--- src/sv/bfcw_pkg.sv ---
// ----------------------------------------------------------------------------
// bfcw_pkg: shared types and constants for the clipped box filter
// Field widths, default image size, command codes and controller states.
// ----------------------------------------------------------------------------
package bfcw_pkg;

  localparam int IMAGE_WIDTH_DEF  = 224;
  localparam int IMAGE_HEIGHT_DEF = 224;

  localparam int RADIUS_W = 4;
  localparam int VALUE_W  = 8;
  localparam int COORD_IN_W = 8;
  localparam int SUM_W    = 24;
  // window side is at most 2*15+1 = 31 pixels
  localparam int SPAN_W   = 5;
  localparam int COUNT_W  = 2 * SPAN_W;
  // remainder stays below count*256
  localparam int REM_W    = COUNT_W + VALUE_W;

  localparam logic [RADIUS_W-1:0] RADIUS_RESET = 4'd5;
  localparam logic [VALUE_W-1:0]  VALUE_MAX    = 8'hFF;

  localparam logic CMD_LOAD = 1'b0;
  localparam logic CMD_READ = 1'b1;

  typedef enum logic [3:0] {
    ST_IDLE,
    ST_LD_RD,
    ST_LD_WR,
    ST_RD_CLIP,
    ST_RD_ISSUE,
    ST_RD_DRAIN,
    ST_RD_DIV,
    ST_RD_WAIT,
    ST_RD_OUT
  } state_t;

  // four corners of the window sum, in issue order
  typedef enum logic [1:0] {
    CRN_BR,   // (y2, x2)       added
    CRN_TR,   // (y1-1, x2)     subtracted
    CRN_BL,   // (y2, x1-1)     subtracted
    CRN_TL    // (y1-1, x1-1)   added
  } corner_t;

  typedef struct packed {
    logic start;
    logic [SUM_W-1:0]   dividend;
    logic [COUNT_W-1:0] divisor;
  } div_req_t;

endpackage

--- src/sv/bfcw_div.sv ---
// ----------------------------------------------------------------------------
// bfcw_div: saturating 8-bit quotient divider
// Restoring division, one quotient bit per cycle; quotients above 255
// are caught up front and return 255.
// ----------------------------------------------------------------------------
module bfcw_div (
  input  logic                      clk,
  input  logic                      rst_n,
  input  bfcw_pkg::div_req_t        req,
  output logic                      done,
  output logic [bfcw_pkg::VALUE_W-1:0] quotient
);
  import bfcw_pkg::*;

  localparam int DSH_W = COUNT_W + VALUE_W - 1;

  logic               busy_r;
  logic [2:0]         step_r;
  logic [REM_W-1:0]   rem_r;
  logic [DSH_W-1:0]   dsh_r;
  logic [VALUE_W-1:0] quo_r;
  logic               done_r;
  logic               sat;
  logic               ge;

  // quotient would exceed 8 bits
  assign sat = req.dividend >= SUM_W'({req.divisor, {VALUE_W{1'b0}}});
  assign ge  = rem_r >= REM_W'(dsh_r);

  always_ff @(posedge clk) begin
    if (!rst_n) begin
      busy_r <= 1'b0;
      done_r <= 1'b0;
      step_r <= '0;
    end else begin
      done_r <= 1'b0;
      if (req.start) begin
        busy_r <= !sat;
        done_r <= sat;
        step_r <= '0;
      end else if (busy_r) begin
        step_r <= step_r + 3'd1;
        if (step_r == 3'd7) begin
          busy_r <= 1'b0;
          done_r <= 1'b1;
        end
      end
    end
  end

  always_ff @(posedge clk) begin
    if (req.start) begin
      rem_r <= req.dividend[REM_W-1:0];
      dsh_r <= {req.divisor, {(VALUE_W-1){1'b0}}};
      quo_r <= sat ? VALUE_MAX : '0;
    end else if (busy_r) begin
      if (ge) begin
        rem_r <= rem_r - REM_W'(dsh_r);
      end
      dsh_r <= dsh_r >> 1;
      quo_r <= {quo_r[VALUE_W-2:0], ge};
    end
  end

  assign done     = done_r;
  assign quotient = quo_r;

endmodule

--- config.mk ---
export PLATFORM = sky130hd
export DESIGN_NAME = bfcw_div
export DESIGN_NICKNAME = d
export VERILOG_FILES = /design/src/sv/bfcw_pkg.sv /design/src/sv/bfcw_div.sv
export SDC_FILE = /design/constraint.sdc
export NUM_CORES = 1
export LEC_CHECK = 0
export ABC_AREA = 0
export BUFFER_PORTS_ARGS = -buffer_cell sky130_fd_sc_hd__buf_2
export CAP_MARGIN = 20
export CORE_AREA = 5 5 80 82
export DETAILED_ROUTE_END_ITERATION = 10
export DIE_AREA = 0 0 85 87
export GPL_ROUTABILITY_DRIVEN = 0
export GPL_TIMING_DRIVEN = 1
export PLACE_DENSITY = 0.81
export SYNTH_ARGS = -nofsm -noshare
export SYNTH_HDL_FRONTEND = slang
export SYNTH_SLANG_ARGS = --single-unit
--- constraint.sdc ---
create_clock -name clk -period 6.92 [get_ports clk]
set_input_delay 1.384 -clock clk [delete_from_list [all_inputs] [get_ports clk]]
set_output_delay 1.384 -clock clk [all_outputs]
set_load 0.03 [all_outputs]
; ---- Word level (Yosys, flattened, before mapping)
; Cells that the tools add are included.
; W data, S select, Z words.
[classes]
addsub = 2
magnitude_cmp = 2
n_eq_ne = 1
muxes = 14
bitwise = 1
reduce_logical = 5
[ops]
columns = operator, count
row1 = $mux W18, 3
row2 = $mux W17, 2
row3 = $ge A24 B18 Y1, 1
row4 = $mux W8, 3
row5 = $ge A18 B17 Y1, 1
row6 = $sub A18 B17 Y18, 1
row7 = $mux W1, 6
row8 = $reduce_bool A2 Y1, 2
row9 = $add A3 B1 Y3 const B, 1
row10 = $eq A3 B3 Y1 const B, 1
row11 = $reduce_and A2 Y1, 1
row12 = $reduce_or A2 Y1, 1
row13 = $logic_not A1 Y1, 1
row14 = $not A1 Y1, 1
[word_totals]
ff_bits = 48
in_bits = 37
output_inout_bits = 9
word_cells = 32

; ---- Depth between registers and ports, before layout
[depth]
depth_word = 4
depth_mapped = 9
depth_no_buf = 9

; ---- Worst setup path after synthesis
; OpenSTA, ideal clock, no wires.
[synth_path]
kind = input to register
from = in req[34] (netlist name)
to = reg rem_r[0], enable pin
setup_ns = 0.420
arrival_ns = 3.261
t_required_ns = 6.500
setup_slack_ns = 3.239
path_stages = 7
path_buffers = 1
path_cell_list = buf_6 -> or2_2 -> nor2_1 -> o41ai_1 -> a211o_1 -> nor3_1 -> nor3b_1
[synth_via]
elab_chain_cells = 2
elab_cells_between_ends = 3
classes_between = reduce/logical: 3
[synth_lines]
columns = element, line
row1 = from (decl), bfcw_div.sv:9  ; input bfcw_pkg::div_req_t req,
row2 = $reduce_bool A2 Y1 (no line), -
row3 = $reduce_and A2 Y1 (no line) *, -
row4 = to (signal assigned), bfcw_div.sv:53  ; rem_r <= req.dividend[REM_W-1:0];
row5 = to (signal assigned), bfcw_div.sv:58  ; rem_r <= rem_r - REM_W'(dsh_r);
row6 = to (decl), bfcw_div.sv:19  ; logic [REM_W-1:0] rem_r;
; Mark *: on every way between the ends. The rest lies on a longest branch, timed or not.
; A chain may end at the register's enable or synchronous reset.

; ---- Worst setup path after layout
[layout_path]
from = in req[34] (netlist name)
to = reg quo_r[0] (netlist: quotient[0]) (data pin)
[layout_via]
elab_chain_cells = 1
[layout_lines]
columns = element, line
row1 = $mux W8, bfcw_div.sv:52  ; if (req.start) begin
row2 = to (signal assigned), bfcw_div.sv:55  ; quo_r <= sat ? VALUE_MAX : '0;
row3 = to (signal assigned), bfcw_div.sv:61  ; quo_r <= {quo_r[VALUE_W-2:0], ge};
row4 = to (decl), bfcw_div.sv:21  ; logic [VALUE_W-1:0] quo_r;
; No other way between the ends.

==> out/metrics.yaml <==
global_routing:
  grt_pass1_vias: 2594
  antenna_found_initial: 0
  grt_max_degree: 72
  grt_first_pass_wirelength_um: 12100
  globalRouteOverflowTotal: 0
  gr-usage-all-layers_pct: 20.3
placed_design:
  post-dp-hpwl_um: 5590
  post-place-cells: 463
  portBuffers: 45
cells_and_area:
  n_antenna_cell: 0
  final_layout_size_suffix_gt1_share_pct: 16.7
  fillers: 473
  finalNetCount: 462
  layout.cells.non_filler: 471
  area_growth_pct: 12.9
clocking:
  cts_post_setup_buffers_inserted: 0
  cts_tree: "yes"
  clock_sink_count: 48
  cts_hold_buf: 0
  cts_repair_resize_count: 0
  htree_levels: 2
  root_buffer: "clkbuf_8"
  clock_path_buffers: 2
  cts_inserted_buffers: 5
  clock_latency_ps: 300
  path_clk_slew_ps: 100
routing:
  final_wirelength_um: 7350
  routed_via_density: 5.74
  initialDrtViolationCount: 159
  detailedRoute.firstPassIterationCount: 4
  count_of_vias_placed_by_the_detailed_router: 2704
  drc_errors: 0
  route.antenna.remaining_nets: 0
  drt-wirelength-per-cell_um: 15.6
synth:
  ys_dominant_reg_cell: "edfxtp_1"
  synth_area_per_cell_sq_um: 9.11
  postSynthCellCount: 353
  mappedNetlistArea_sq_mm: 0.00322
  yosys_warnings: 0
  number_of_enable_flip_flop_cells_after_synthesis: 36
  synth_sequential_area_ratio_pct: 41.1
  postSynth.asyncResetShare_pct: 0
  mappedNetlistNets: 420
  synth_cell_types: 53
  synth.ff_latch_count: 48
timing:
  setup_viol: 0
  final.period_utilization_pct: 49.9
  finalHoldViolations: 0
  max_freq_ghz: 0.289
  fin_skew_ps: 4.27
  grt_setup_unrepaired: "false"
  slew_headroom_pct: 56.8
  worst_pin_slew_ps: 649
  slew_viol_final: 0
  fin_tns_setup_ps: 0
  final_period_minus_worst_setup_slack_ps: 3460
run_status:
  run_status: "finished clean"
worst_hold_path:
  worst_hold_path_type: "reg2reg"
floorplanning:
  die_height_um: 87
  floorplan.die_area_sq_mm: 0.00740
  placement_rows: 28
  floorplan.initialDensity_pct: 56.7
  die_width_um: 85
  ios: 46
  core_area_sq_mm: 0.00568
worst_setup_path:
  timing_worst_setup_path_type: "in2reg"
  required_time_of_the_worst_setup_path_ps: 6970
  setup.worst_path.end_class: "register"
  cp_data_arrival_time_ps: 3500
  critical_path.startpoint_type: "input port"
  path_max_fanout: 71
pwr:
  peakVddDrop_uv: 151
  pwr_density_cell_mw_per_mm2: 224
  power_leakage_nw: 1.51
run:
  maxCapViolCount: 0
==> synth_stat cells, types with 4 or more instances <==
| cell | n | area [sq um] |
|---|---|---|
| o31ai_1 | 4 | 30.0 |
| nand3_1 | 6 | 30.0 |
| mux2i_1 | 10 | 100 |
| inv_1 | 32 | 120 |
| o21ai_0 | 28 | 140 |
| nand2_1 | 44 | 165 |
| ha_1 | 29 | 363 |
| edfxtp_1 | 36 | 1080 |
| dfxtp_1 | 12 | 240 |
| nor2_1 | 41 | 154 |
| clkbuf_1 | 10 | 37.5 |
| a21o_1 | 7 | 52.6 |
| a21oi_1 | 11 | 55.1 |
| xor2_1 | 4 | 35.0 |
| nor3_1 | 7 | 35.0 |
| xnor2_1 | 4 | 35.0 |
| o21a_1 | 5 | 37.5 |
| nand4_1 | 4 | 25.0 |
| nor2b_1 | 4 | 25.0 |
==> kinds of logic after synthesis <==
| kind of cell | Yosys count | share of synthesized area, % |
|---|---|---|
| buf+inv | 46 | 5.84 |
| mux | 10 | 3.11 |
| compound gates | 85 | 18.0 |
| fa+ha+maj | 30 | 11.9 |
| simple gates | 126 | 17.9 |
| xor+xnor | 8 | 2.18 |
| flops | 48 | 41.1 |
==> power breakdown <==
group	switching (W)	internal (W)	leakage, nW
Clock	0.000101	0.000131	0.0669
Combinational	0.000138	0.0000926	1.01
Sequential	0.00000912	0.000340	0.438
Total	0.000249	0.000563	1.51
==> cells in the final DEF (no fill, tap or decap), types with 4 or more instances in the layout <==
| cell | count |
|---|---|
| xor2_1 | 4 |
| o21ai_0 | 28 |
| a21oi_1 | 11 |
| nand4_1 | 4 |
| nor2_1 | 41 |
| buf_2 | 45 |
| edfxtp_1 | 36 |
| inv_1 | 32 |
| xnor2_1 | 4 |
| clkbuf_8 | 5 |
| o31ai_1 | 4 |
| nor2b_1 | 4 |
| nand2_1 | 44 |
| a21o_1 | 7 |
| dfxtp_1 | 12 |
| mux2i_1 | 10 |
| nor3_1 | 7 |
| nand3_1 | 6 |
| ha_1 | 29 |
| o21a_1 | 5 |
==> state kept, by name, summed over array words and instances, names as in the netlist <==
| name | cells |
|---|---|
| step_r | 3 |
| quotient | 8 |
| dsh_r | 17 |
| busy_r | 1 |
| done | 1 |
| rem_r | 18 |
==> through the flow <==
step / area, sq um / setup slack, ps / util [%] / hold slack, ps / total power [W]
floorplan: 3220 / 3240 / - / 465 / 0.000524
global placement: 3500 / 3290 / 61.6 / 479 / 0.000577
detailed placement: 3500 / 3160 / 61.6 / 495 / 0.000582
CTS: 3630 / 3470 / 64.0 / 518 / 0.000812
global route: 3630 / 3240 / 64.0 / 559 / 0.000853
finish: 3630 / 3460 / 64.0 / 518 / 0.000812
==> worst paths after layout <==
path	start	endpoint	slack, ps	cells past startpoint
max	req[34]	quotient[0]	3460	7
min	step_r[1]	step_r[1]	520	2
max reg2reg	rem_r[0]	rem_r[6]	4280	9
min reg2reg	step_r[1]	step_r[1]	520	2
==> worst max-delay path, cell delays in order <==
cell and delay, ps:
buf_2 80, buf_4 530, clkinv_1 440, nor4_1 390, nand3_1 130, a31oi_2 420
nor3_1 110
==> layout make-up <==
| class | count | area (sq um) | share of cell area [%] |
|---|---|---|---|
| multi-input cells | 259 | 1710 | 47.1 |
| flip-flops and latches | 48 | 1320 | 36.4 |
| repair buffers | 48 | 248 | 6.82 |
| inverters | 33 | 124 | 3.41 |
| clock buffers | 6 | 93.8 | 2.58 |
| well taps | 75 | 93.8 | 2.58 |
| clock inverters | 2 | 38.8 | 1.07 |
==> metal layers <==
metal,GRT usage [%],part of all wire (%)
met2,34.5,49
met5,0,0
met3,3.22,4.9
met4,6.04,0.98
met1,26.7,46
No activity file was read; power rests on OpenSTA's default activity.
